[src/pstate_frequency_index_lookup_assert.svh]
// Assertion macros shared by the P-state lookup RTL.
`ifndef PSTATE_FREQUENCY_INDEX_LOOKUP_ASSERT_SVH
`define PSTATE_FREQUENCY_INDEX_LOOKUP_ASSERT_SVH
`ifndef SYNTHESIS
`define PFIL_ASSERT(lbl, clk, rst, prop, msg) \
   lbl: assert property (@(posedge clk) disable iff (rst) (prop)) else $error(msg);
`define PFIL_ASSERT_NEXT(lbl, clk, rst, ante, cons, msg) \
   lbl: assert property (@(posedge clk) disable iff (rst) (ante) |=> (cons)) else $error(msg);
`else
`define PFIL_ASSERT(lbl, clk, rst, prop, msg)
`define PFIL_ASSERT_NEXT(lbl, clk, rst, ante, cons, msg)
`endif
`endif

[src/pfil_pkg.sv]
// Shared constants, codes and types of the P-state lookup block.
package pfil_pkg;
   localparam int MAX_PSTATES = 32;
   localparam int IDX_W       = $clog2(MAX_PSTATES);
   localparam int KHZ_W       = 24;
   localparam int SLOT_W      = 5;
   localparam int PSTATE_W    = 5;
   localparam int STATUS_W    = 2;
   localparam int COUNT_W     = 6;
   localparam int CSR_INDEX_W = 1;
   localparam int CSR_DATA_W  = 6;

   localparam logic CMD_LOAD   = 1'b0;
   localparam logic CMD_LOOKUP = 1'b1;

   localparam logic [CSR_INDEX_W-1:0] CSR_BOOST_ON    = 1'b0;
   localparam logic [CSR_INDEX_W-1:0] CSR_ENTRY_COUNT = 1'b1;

   typedef enum logic [STATUS_W-1:0] {
      STAT_OK         = 2'd0,
      STAT_ZERO_QUERY = 2'd1,
      STAT_NO_MATCH   = 2'd2
   } status_type;

   typedef enum logic {
      ST_IDLE,
      ST_SCAN
   } state_type;

   typedef struct packed {
      logic load;
      logic start;
      logic step;
      logic capture;
   } dp_cmd_type;

   typedef struct packed {
      logic finish;
   } dp_status_type;
endpackage

[src/pfil_req_if.sv]
// Request channel: table loads and frequency lookups.
interface pfil_req_if;
   import pfil_pkg::*;
   logic                valid;
   logic                ready;
   logic                command;
   logic [SLOT_W-1:0]   entry_slot;
   logic [KHZ_W-1:0]    entry_khz;
   logic [KHZ_W-1:0]    query_khz;
   logic                nearest_mode;

   modport source (output valid, command, entry_slot, entry_khz, query_khz, nearest_mode,
                   input ready);
   modport sink (input valid, command, entry_slot, entry_khz, query_khz, nearest_mode,
                 output ready);
endinterface

[src/pfil_rsp_if.sv]
// Response channel: lookup results.
interface pfil_rsp_if;
   import pfil_pkg::*;
   logic                  valid;
   logic                  ready;
   logic [PSTATE_W-1:0]   pstate_found;
   logic [KHZ_W-1:0]      found_khz;
   logic [STATUS_W-1:0]   status;

   modport source (output valid, pstate_found, found_khz, status, input ready);
   modport sink (input valid, pstate_found, found_khz, status, output ready);
endinterface

[src/pstate_frequency_index_lookup.sv]
// Top level of the P-state frequency index lookup block.
// The req_if channel carries two kinds of item. A load item (command 0) writes entry_khz into
// table slot entry_slot and gives no result. A lookup item
// (command 1) maps query_khz to a P-state index and gives one item on rsp_if with
// pstate_found, found_khz and status (0 ok, 1 zero query, 2 no exact match).
// The table is ordered from the highest frequency down and must be loaded before it is read.
// The csr_ port sets boost_on (index 0) and entry_count (index 1); write it only when idle.
// A lookup walks the table one entry per cycle from entry zero through a single registered
// memory read port, stopping at the first entry that decides the answer. The result is
// presented once the scan has read the deciding entry. No item is taken while a lookup
// scans; back in idle, loads can follow every cycle.
// The result sits in an output register, so the next item is accepted while it waits; a
// finished lookup holds until that register is free, and no load is taken while it holds.
// Synchronous reset sets boost_on to 0 and entry_count to 1 and drops any pending item; the
// table contents are kept.
module pstate_frequency_index_lookup (
   input  logic                              clock,
   input  logic                              reset,
   pfil_req_if.sink                          req_if,
   pfil_rsp_if.source                        rsp_if,
   input  logic                              csr_we,
   input  logic [pfil_pkg::CSR_INDEX_W-1:0]  csr_index,
   input  logic [pfil_pkg::CSR_DATA_W-1:0]   csr_wdata
);
   import pfil_pkg::*;

   dp_cmd_type    cmd;
   dp_status_type sts;

   pfil_ctrl u_ctrl (
      .clock       (clock),
      .reset       (reset),
      .req_valid   (req_if.valid),
      .req_command (req_if.command),
      .req_ready   (req_if.ready),
      .rsp_valid   (rsp_if.valid),
      .rsp_ready   (rsp_if.ready),
      .cmd         (cmd),
      .sts         (sts)
   );

   pfil_datapath u_datapath (
      .clock            (clock),
      .reset            (reset),
      .csr_we           (csr_we),
      .csr_index        (csr_index),
      .csr_wdata        (csr_wdata),
      .req_entry_slot   (req_if.entry_slot),
      .req_entry_khz    (req_if.entry_khz),
      .req_query_khz    (req_if.query_khz),
      .req_nearest_mode (req_if.nearest_mode),
      .cmd              (cmd),
      .sts              (sts),
      .rsp_pstate_found (rsp_if.pstate_found),
      .rsp_found_khz    (rsp_if.found_khz),
      .rsp_status       (rsp_if.status)
   );
endmodule

[src/pfil_ctrl.sv]
// Sequencer for the P-state lookup: accepts items, walks the table, holds the result.
module pfil_ctrl (
   input  logic                   clock,
   input  logic                   reset,
   input  logic                   req_valid,
   input  logic                   req_command,
   output logic                   req_ready,
   output logic                   rsp_valid,
   input  logic                   rsp_ready,
   output pfil_pkg::dp_cmd_type    cmd,
   input  pfil_pkg::dp_status_type sts
);
   import pfil_pkg::*;

   state_type state_ff, state_in;
   logic      out_valid_ff, out_valid_in;
   logic      out_free;

   assign out_free  = !out_valid_ff || rsp_ready;
   assign rsp_valid = out_valid_ff;

   always_ff @(posedge clock) begin
      if (reset) begin
         state_ff     <= ST_IDLE;
         out_valid_ff <= 1'b0;
      end else begin
         state_ff     <= state_in;
         out_valid_ff <= out_valid_in;
      end
   end

   always_comb begin
      state_in     = state_ff;
      out_valid_in = out_valid_ff && !rsp_ready;
      cmd          = '0;
      req_ready    = 1'b0;
      case (state_ff)
         ST_IDLE: begin
            req_ready = 1'b1;
            if (req_valid) begin
               if (req_command == CMD_LOOKUP) begin
                  cmd.start = 1'b1;
                  state_in  = ST_SCAN;
               end else begin
                  cmd.load = 1'b1;
               end
            end
         end
         ST_SCAN: begin
            // A finished lookup waits here while the previous result is still held.
            if (sts.finish) begin
               if (out_free) begin
                  cmd.capture  = 1'b1;
                  out_valid_in = 1'b1;
                  state_in     = ST_IDLE;
               end
            end else begin
               cmd.step = 1'b1;
            end
         end
         default: begin
            state_in = ST_IDLE;
         end
      endcase
   end

`include "pstate_frequency_index_lookup_assert.svh"
   `PFIL_ASSERT_NEXT(a_lookup_enters_scan, clock, reset, state_ff == ST_IDLE && req_valid && req_command == CMD_LOOKUP, state_ff == ST_SCAN, "lookup did not start a scan")
   `PFIL_ASSERT_NEXT(a_scan_continues, clock, reset, state_ff == ST_SCAN && !sts.finish, state_ff == ST_SCAN, "scan left before finishing")
   `PFIL_ASSERT_NEXT(a_capture_presents, clock, reset, cmd.capture, rsp_valid && state_ff == ST_IDLE, "captured result not presented")
   `PFIL_ASSERT(a_cmd_exclusive, clock, reset, $onehot0({cmd.load, cmd.start, cmd.step, cmd.capture}), "datapath commands overlap")
endmodule

[src/pfil_datapath.sv]
// Datapath for the P-state lookup: frequency table, scan pointer, compares and result.
module pfil_datapath (
   input  logic                               clock,
   input  logic                               reset,
   input  logic                               csr_we,
   input  logic [pfil_pkg::CSR_INDEX_W-1:0]   csr_index,
   input  logic [pfil_pkg::CSR_DATA_W-1:0]    csr_wdata,
   input  logic [pfil_pkg::SLOT_W-1:0]        req_entry_slot,
   input  logic [pfil_pkg::KHZ_W-1:0]         req_entry_khz,
   input  logic [pfil_pkg::KHZ_W-1:0]         req_query_khz,
   input  logic                               req_nearest_mode,
   input  pfil_pkg::dp_cmd_type                cmd,
   output pfil_pkg::dp_status_type             sts,
   output logic [pfil_pkg::PSTATE_W-1:0]      rsp_pstate_found,
   output logic [pfil_pkg::KHZ_W-1:0]         rsp_found_khz,
   output logic [pfil_pkg::STATUS_W-1:0]      rsp_status
);
   import pfil_pkg::*;

   logic                 boost_ff;
   logic [COUNT_W-1:0]   entry_count_ff;
   logic [KHZ_W-1:0]     mem_ff [MAX_PSTATES];
   logic [KHZ_W-1:0]     rd_data_ff;
   logic [KHZ_W-1:0]     prev_ff;
   logic [IDX_W-1:0]     p_ff;
   logic [IDX_W-1:0]     last_ff, last_in;
   logic [KHZ_W-1:0]     query_ff;
   logic                 nearest_ff;
   logic [IDX_W-1:0]     res_idx_ff, res_idx_in;
   logic [KHZ_W-1:0]     res_khz_ff, res_khz_in;
   status_type           res_status_ff, res_status_in;

   logic [IDX_W-1:0]     rd_addr;
   logic [IDX_W-1:0]     nominal;
   logic [KHZ_W-1:0]     up_gap, down_gap;
   logic                 boost_slot;

   always_ff @(posedge clock) begin
      if (reset) begin
         boost_ff       <= 1'b0;
         entry_count_ff <= COUNT_W'(1);
      end else if (csr_we) begin
         case (csr_index)
            CSR_BOOST_ON:    boost_ff       <= csr_wdata[0];
            CSR_ENTRY_COUNT: entry_count_ff <= csr_wdata[COUNT_W-1:0];
            default: ;
         endcase
      end
   end

   // Index of the last entry in use, with the count clamped to the table.
   always_comb begin
      if (entry_count_ff == '0) begin
         last_in = '0;
      end else if (32'(entry_count_ff) > MAX_PSTATES) begin
         last_in = IDX_W'(MAX_PSTATES - 1);
      end else begin
         last_in = IDX_W'(entry_count_ff - 1'b1);
      end
   end

   assign rd_addr = cmd.start ? '0 : IDX_W'(p_ff + 1'b1);

   always_ff @(posedge clock) begin
      if (cmd.load && (32'(req_entry_slot) < MAX_PSTATES)) begin
         mem_ff[IDX_W'(req_entry_slot)] <= req_entry_khz;
      end
      if (cmd.start || cmd.step) begin
         rd_data_ff <= mem_ff[rd_addr];
      end
   end

   always_ff @(posedge clock) begin
      if (cmd.start) begin
         query_ff   <= req_query_khz;
         nearest_ff <= req_nearest_mode;
         last_ff    <= last_in;
         p_ff       <= '0;
      end else if (cmd.step) begin
         prev_ff <= rd_data_ff;
         p_ff    <= IDX_W'(p_ff + 1'b1);
      end
      if (cmd.capture) begin
         res_idx_ff    <= res_idx_in;
         res_khz_ff    <= res_khz_in;
         res_status_ff <= res_status_in;
      end
   end

   assign nominal    = IDX_W'(boost_ff);
   // With boost, entry zero is only checked for an exact match.
   assign boost_slot = boost_ff && (p_ff == '0);
   assign up_gap     = prev_ff - query_ff;
   assign down_gap   = query_ff - rd_data_ff;

   always_comb begin
      sts.finish    = 1'b1;
      res_idx_in    = p_ff;
      res_khz_in    = rd_data_ff;
      res_status_in = STAT_OK;
      if (query_ff == '0) begin
         res_idx_in    = '0;
         res_khz_in    = '0;
         res_status_in = STAT_ZERO_QUERY;
      end else if (query_ff == rd_data_ff) begin
         res_status_in = STAT_OK;
      end else if (nearest_ff && (query_ff > rd_data_ff) && !boost_slot) begin
         // The entry above wins only when strictly nearer; ties take the lower one.
         if ((p_ff > nominal) && (up_gap < down_gap)) begin
            res_idx_in = IDX_W'(p_ff - 1'b1);
            res_khz_in = prev_ff;
         end
      end else if (p_ff == last_ff) begin
         if (!nearest_ff) begin
            res_idx_in    = '0;
            res_khz_in    = '0;
            res_status_in = STAT_NO_MATCH;
         end
      end else begin
         sts.finish = 1'b0;
      end
   end

   assign rsp_pstate_found = PSTATE_W'(res_idx_ff);
   assign rsp_found_khz    = res_khz_ff;
   assign rsp_status       = res_status_ff;

`include "pstate_frequency_index_lookup_assert.svh"
   `PFIL_ASSERT_NEXT(a_step_advances, clock, reset, cmd.step, p_ff == IDX_W'($past(p_ff) + 1'b1), "scan pointer did not advance")
   `PFIL_ASSERT_NEXT(a_error_zeroes, clock, reset, cmd.capture, res_status_ff == STAT_OK || (res_idx_ff == '0 && res_khz_ff == '0), "error result carries data")
   `PFIL_ASSERT(a_step_in_range, clock, reset, cmd.step |-> p_ff < last_ff, "scan stepped past the last entry")
endmodule
[src/flat_wrapper.sv]
// flat-port wrapper written by rule: the top's interface ports become plain ports
module pstate_frequency_index_lookup_flat import pfil_pkg::*;
  (clock, reset, csr_we, csr_index, csr_wdata, req_if_valid, req_if_command, req_if_entry_slot, req_if_entry_khz, req_if_query_khz, req_if_nearest_mode, req_if_ready, rsp_if_valid, rsp_if_pstate_found, rsp_if_found_khz, rsp_if_status, rsp_if_ready);
  pfil_req_if req_if_i ();
  pfil_rsp_if rsp_if_i ();
  input  logic clock;
  input  logic reset;
  input  logic csr_we;
  input  logic [pfil_pkg::CSR_INDEX_W-1:0] csr_index;
  input  logic [pfil_pkg::CSR_DATA_W-1:0] csr_wdata;
  input wire logic [$bits(req_if_i.valid)-1:0] req_if_valid;
  input wire logic [$bits(req_if_i.command)-1:0] req_if_command;
  input wire logic [$bits(req_if_i.entry_slot)-1:0] req_if_entry_slot;
  input wire logic [$bits(req_if_i.entry_khz)-1:0] req_if_entry_khz;
  input wire logic [$bits(req_if_i.query_khz)-1:0] req_if_query_khz;
  input wire logic [$bits(req_if_i.nearest_mode)-1:0] req_if_nearest_mode;
  output wire logic [$bits(req_if_i.ready)-1:0] req_if_ready;
  output wire logic [$bits(rsp_if_i.valid)-1:0] rsp_if_valid;
  output wire logic [$bits(rsp_if_i.pstate_found)-1:0] rsp_if_pstate_found;
  output wire logic [$bits(rsp_if_i.found_khz)-1:0] rsp_if_found_khz;
  output wire logic [$bits(rsp_if_i.status)-1:0] rsp_if_status;
  input wire logic [$bits(rsp_if_i.ready)-1:0] rsp_if_ready;
  assign req_if_i.valid = req_if_valid;
  assign req_if_i.command = req_if_command;
  assign req_if_i.entry_slot = req_if_entry_slot;
  assign req_if_i.entry_khz = req_if_entry_khz;
  assign req_if_i.query_khz = req_if_query_khz;
  assign req_if_i.nearest_mode = req_if_nearest_mode;
  assign req_if_ready = req_if_i.ready;
  assign rsp_if_valid = rsp_if_i.valid;
  assign rsp_if_pstate_found = rsp_if_i.pstate_found;
  assign rsp_if_found_khz = rsp_if_i.found_khz;
  assign rsp_if_status = rsp_if_i.status;
  assign rsp_if_i.ready = rsp_if_ready;
  pstate_frequency_index_lookup u_core (.clock(clock), .reset(reset), .req_if(req_if_i), .rsp_if(rsp_if_i), .csr_we(csr_we), .csr_index(csr_index), .csr_wdata(csr_wdata));
endmodule
[config.mk]
export PLATFORM = sky130hd
export DESIGN_NAME = pstate_frequency_index_lookup_flat
export DESIGN_NICKNAME = d
export VERILOG_FILES = /design/src/pfil_pkg.sv /design/src/pfil_req_if.sv /design/src/pfil_rsp_if.sv /design/src/pstate_frequency_index_lookup.sv /design/src/pfil_ctrl.sv /design/src/pfil_datapath.sv /design/src/flat_wrapper.sv
export VERILOG_INCLUDE_DIRS = /design/src /design/src/src
export SDC_FILE = /design/constraint.sdc
export NUM_CORES = 1
export LEC_CHECK = 0
export ABC_AREA = 1
export BUFFER_PORTS_ARGS = -buffer_cell sky130_fd_sc_hd__clkbuf_2
export CAP_MARGIN = 20
export CORE_ASPECT_RATIO = 0.7
export CORE_MARGIN = 4
export CORE_UTILIZATION = 40
export DETAILED_ROUTE_END_ITERATION = 10
export GPL_TIMING_DRIVEN = 1
export MAX_ROUTING_LAYER = met4
export PLACE_DENSITY = 0.66
export SYNTH_ARGS = -nofsm -noshare
export SYNTH_HDL_FRONTEND = slang
export SYNTH_HIERARCHICAL = 1
export SYNTH_SLANG_ARGS = --single-unit
[constraint.sdc]
create_clock -name clock -period 5 [get_ports clock]
set_input_delay 0.25 -clock clock [delete_from_list [all_inputs] [get_ports clock]]
set_output_delay 0.25 -clock clock [all_outputs]
set_load 0.005 [all_outputs]
==> key figures <==
Status
  – Status: complete, no violations

Timing
  – Max Slew Vio Count: 0
  – FMAX: between 0.2 and 0.25 GHz
  – RSZ-0062 raised after global routing: no
  – Setup TNS Final: 0 ps
  – Slew headroom: roughly 22%
  – Final Setup Violations: 0
  – Final Cycle Share: between 90% and 100%
  – Final WS setup: about 280 ps
  – Clock Skew: about 24 ps
  – Final Hold Vio Count: 0
  – Min cycle time layout: between 4000 and 5000 ps
  – Actual slew at the worst max-slew pin: about 1200 ps
  – Hold slack: between 40 and 50 ps

Logic synthesis
  – Synthesized flop and latch total: just under 900
  – Synth cell types: 47
  – Ys async rst share: 0%
  – Ys flop type: edfxtp_1
  – Synthesized net count: approximately 3500
  – Syn. warnings: 6
  – Sequential area share after synthesis: approximately two thirds
  – Mapped Area: 0.0390 mm2
  – EDFF count, synth: around 880
  – Avg Inst Size Synth: between 10 and 15 um2
  – Mapped Cells: ~3300

Worst setup path
  – RR Endpoint: u_core/u_datapath/rsp_found_khz[6]$_SDFFCE_PP0P_
  – RR Startpoint: u_core/u_datapath/query_ff[2]$_DFFE_PP_
  – CP arrival: 5140 ps
  – Critical path required time: about 5400 ps
  – CP Max Fanout: 18
  – CP delay by family, top: compound AO/OA/AOI/OAI gates
  – Critical path's largest stage delay: 590 ps
  – Slowest-stage cell, CP: o21ai_0
  – Crit path kind: reg2reg
  – CP bufs+invs: 3
  – Cell mode on critical path: nand2_1
  – CP endpoint kind: register
  – R2R setup slack: around 280 ps
  – R2R depth: 21
  – Cell breakdown of the critical path: inv_1 > ha_1 > nand2_1 > o21ai_1 > a21boi_0 > o21ai_0 > a31oi_1 > xnor2_1 > ha_1 > nand2_1 > nor2_1 > nand4_1 > nor3_1 > nand2_1 > nand2_2 > buf_4 > nand2_1 > nand3_1 > nand3_1 > nand2_1 > inv_1
  – CP Launch Type: register

Power
  – Leak: 15.3 nW
  – Total power: 23.5 mW
  – Pwr/cell area: 527 mW/mm2
  – Max VDD drop: about 350 uV

Min path
  – HP Start: csr_index
  – Hold EP: u_core/u_datapath/entry_count_ff[2]$_SDFFE_PP0P_
  – Worst hold path type: in2reg
  – Hold Path Depth: 3

Die
  – Initial Util: slightly above 40%
  – Core area: approximately 0.096 mm2
  – Boundary pin count: 100
  – Die ar.: about 0.10 mm2
  – Die Wd: 381 um
  – Cell Rows: 95
  – DIE HEIGHT: around 270 um

Global route
  – Antenna violations before repair: 6
  – GRT Resource Usage Total: 21.5%
  – Grt total ovfl: 0
  – First-pass GRT wire length: between 150000 and 200000 um
  – Vias in the first global route: 25205
  – Largest net degree at the start of global routing: 134

Cells and area
  – Non-Filler Instances: approximately 4800
  – Final core utilization: 46.3%
  – Finished Cell Area: between 0.04 and 0.05 mm2
  – Share of cells above drive strength 1: a little over a tenth
  – Final net count: 3572
  – Area growth syn-to-layout: 14.4%

Drt
  – 1st-pass router iterations: 5
  – DRT iter0 DRCs: between 3000 and 4000
  – WL per Instance: between 20 and 25 um
  – Final WL: roughly 110000 um
  – Drt drc: 0
  – Vias: roughly 27000
  – Vias/cell: approximately 5.7
  – Antenna Nets Post-Route: 0

Clocking
  – Skew-Pair Late Insertion Delay: between 600 and 700 ps
  – Clock-pin transition on the worst setup and hold timing paths: about 60 ps
  – Clock Tree Buf Depth: 3
  – Root Driver: clkbuf_16
  – CTS tree: built
  – H-tree depth: 3
  – Total CTS buffers: 85
  – Number of clock sinks: about 890

Place
  – Post-DP Area: 0.0411 mm2
  – Placed instance count: 4557
  – Pre-CTS setup slack: ~260 ps
  – Final GP Congestion: slightly below 1
  – I/O Buffers: between 90 and 100
  – Hpwl dp: 66400 um

Flow run
  – Number of max-cap violations: 0
[cells in the mapped netlist, types with 32 or more instances]
cell type | instances | share of area, %
edfxtp_1 | 877 | 68
nor2_1 | 610 | 5.9
o21ai_0 | 432 | 5.5
nand2_1 | 282 | 2.7
inv_1 | 168 | 1.6
o211ai_1 | 158 | 3.0
nand3_1 | 131 | 1.7
clkbuf_1 | 109 | 1.1
a21oi_1 | 85 | 1.1
ha_1 | 74 | 2.4
o22ai_1 | 53 | 0.85
buf_2 | 48 | 0.62
xor2_1 | 37 | 0.83
o221ai_1 | 32 | 0.72
[cell families (layout without fill, tap and decap cells)]
| kind of cell | Yosys count | count (layout) | share of synthesized area [%] |
|---|---|---|---|
| AND/OR/NAND/NOR | 1100 | 1100 | 11.6 |
| XOR/XNOR | 56 | 56 | 1.28 |
| AO/OA/AOI/OAI | 834 | 834 | 12.5 |
| adder cells (fa/ha/maj) | 76 | 76 | 2.48 |
| flip-flops | 891 | 891 | 68.3 |
| buffers and inverters | 355 | 539 | 3.86 |
| other | 0 | 4 | 0 |
[layout by cell type, fill, tap and decap left out, drive strengths merged, types with 20 or more instances in the layout]
cell         Yosys  final
xor2            38     38
dlygate4sd3      0     38
o211ai         158    158
edfxtp         877    877
a31oi           23     23
buf             68     74
nor2           615    615
o21ai          460    460
nand2          290    290
o22ai           53     53
clkinv           1     37
nand3          133    133
inv            173    177
ha              74     74
clkbuf         113    200
o221ai          32     32
a21oi           86     86
or2             20     20
[how the worst max path moves through the flow]
stage                     slack [ps]                                    start  depth (start not counted)                                           endpoint
after floorplan                  880   u_core/u_datapath/p_ff[0]$_SDFFE_PP0P_                         16   u_core/u_datapath/rsp_found_khz[0]$_SDFFCE_PP0P_
after CTS                        220  u_core/u_datapath/query_ff[2]$_DFFE_PP_                         21   u_core/u_datapath/rsp_found_khz[6]$_SDFFCE_PP0P_
after detailed placement         260  u_core/u_datapath/query_ff[2]$_DFFE_PP_                         21   u_core/u_datapath/rsp_found_khz[6]$_SDFFCE_PP0P_
final                            280  u_core/u_datapath/query_ff[2]$_DFFE_PP_                         21   u_core/u_datapath/rsp_found_khz[6]$_SDFFCE_PP0P_
after global placement           220  u_core/u_datapath/query_ff[2]$_DFFE_PP_                         21  u_core/u_datapath/rsp_found_khz[21]$_SDFFCE_PP0P_
after global routing             130  u_core/u_datapath/query_ff[2]$_DFFE_PP_                         21   u_core/u_datapath/rsp_found_khz[1]$_SDFFCE_PP0P_
[metal layers]
| layer | vias up | routed length [um] | GRT usage, % |
|---|---|---|---|
| li1 | 12265 | - | - |
| met1 | 13267 | 49700 | 31.7 |
| met2 | 1267 | 47700 | 30.1 |
| met3 | 181 | 10300 | 4.34 |
| met4 | 0 | 3060 | 6.29 |
| met5 | - | 0 | - |
[what timing repair did]
action,in CTS,in global routing
hold buffers,38,0
setup buffers,0,0
endpoints found under the setup margin,0,28
gates resized for setup,0,1
endpoints found under the hold margin,34,0
[sequential cells by signal, indices dropped and copies added, names as in the netlist]
register,cells
u_core/u_ctrl/rsp_valid,1
u_core/u_ctrl/state_ff,1
u_core/u_datapath/boost_ff,1
u_core/u_datapath/entry_count_ff,6
u_core/u_datapath/last_ff,5
u_core/u_datapath/mem_ff,768
u_core/u_datapath/nearest_ff,1
u_core/u_datapath/p_ff,5
u_core/u_datapath/prev_ff,24
u_core/u_datapath/query_ff,24
u_core/u_datapath/rd_data_ff,24
u_core/u_datapath/rsp_found_khz,24
u_core/u_datapath/rsp_pstate_found,5
u_core/u_datapath/rsp_status,2
[final cells by class]
cell class	instances	area, um2
diodes	4	10.0
multi-input cells	2066	11100
inverters	174	668
clock inverters	53	651
fillers	8605	51700
flip-flops and latches	891	26600
clock buffers	101	2190
well taps	1261	1580
repair buffers	211	1750
[tightest hold or removal path: cells and delay by family]
| kind | cells | cell delay (ps) |
|---|---|---|
| simple gates | 1 | 210 |
| compound gates | 1 | 100 |
| buf+inv | 1 | 90 |
[report_power, final]
| group | total [mW] | leakage, nW | switching (mW) | internal, mW |
|---|---|---|---|---|
| combinational | 8.16 | 5.88 | 5.58 | 2.58 |
| clock | 6.58 | 1.38 | 2.84 | 3.74 |
| sequential | 8.73 | 8.03 | 0.206 | 8.52 |
| total | 23.5 | 15.3 | 8.63 | 14.8 |
Power figures use the tool's default switching activity.
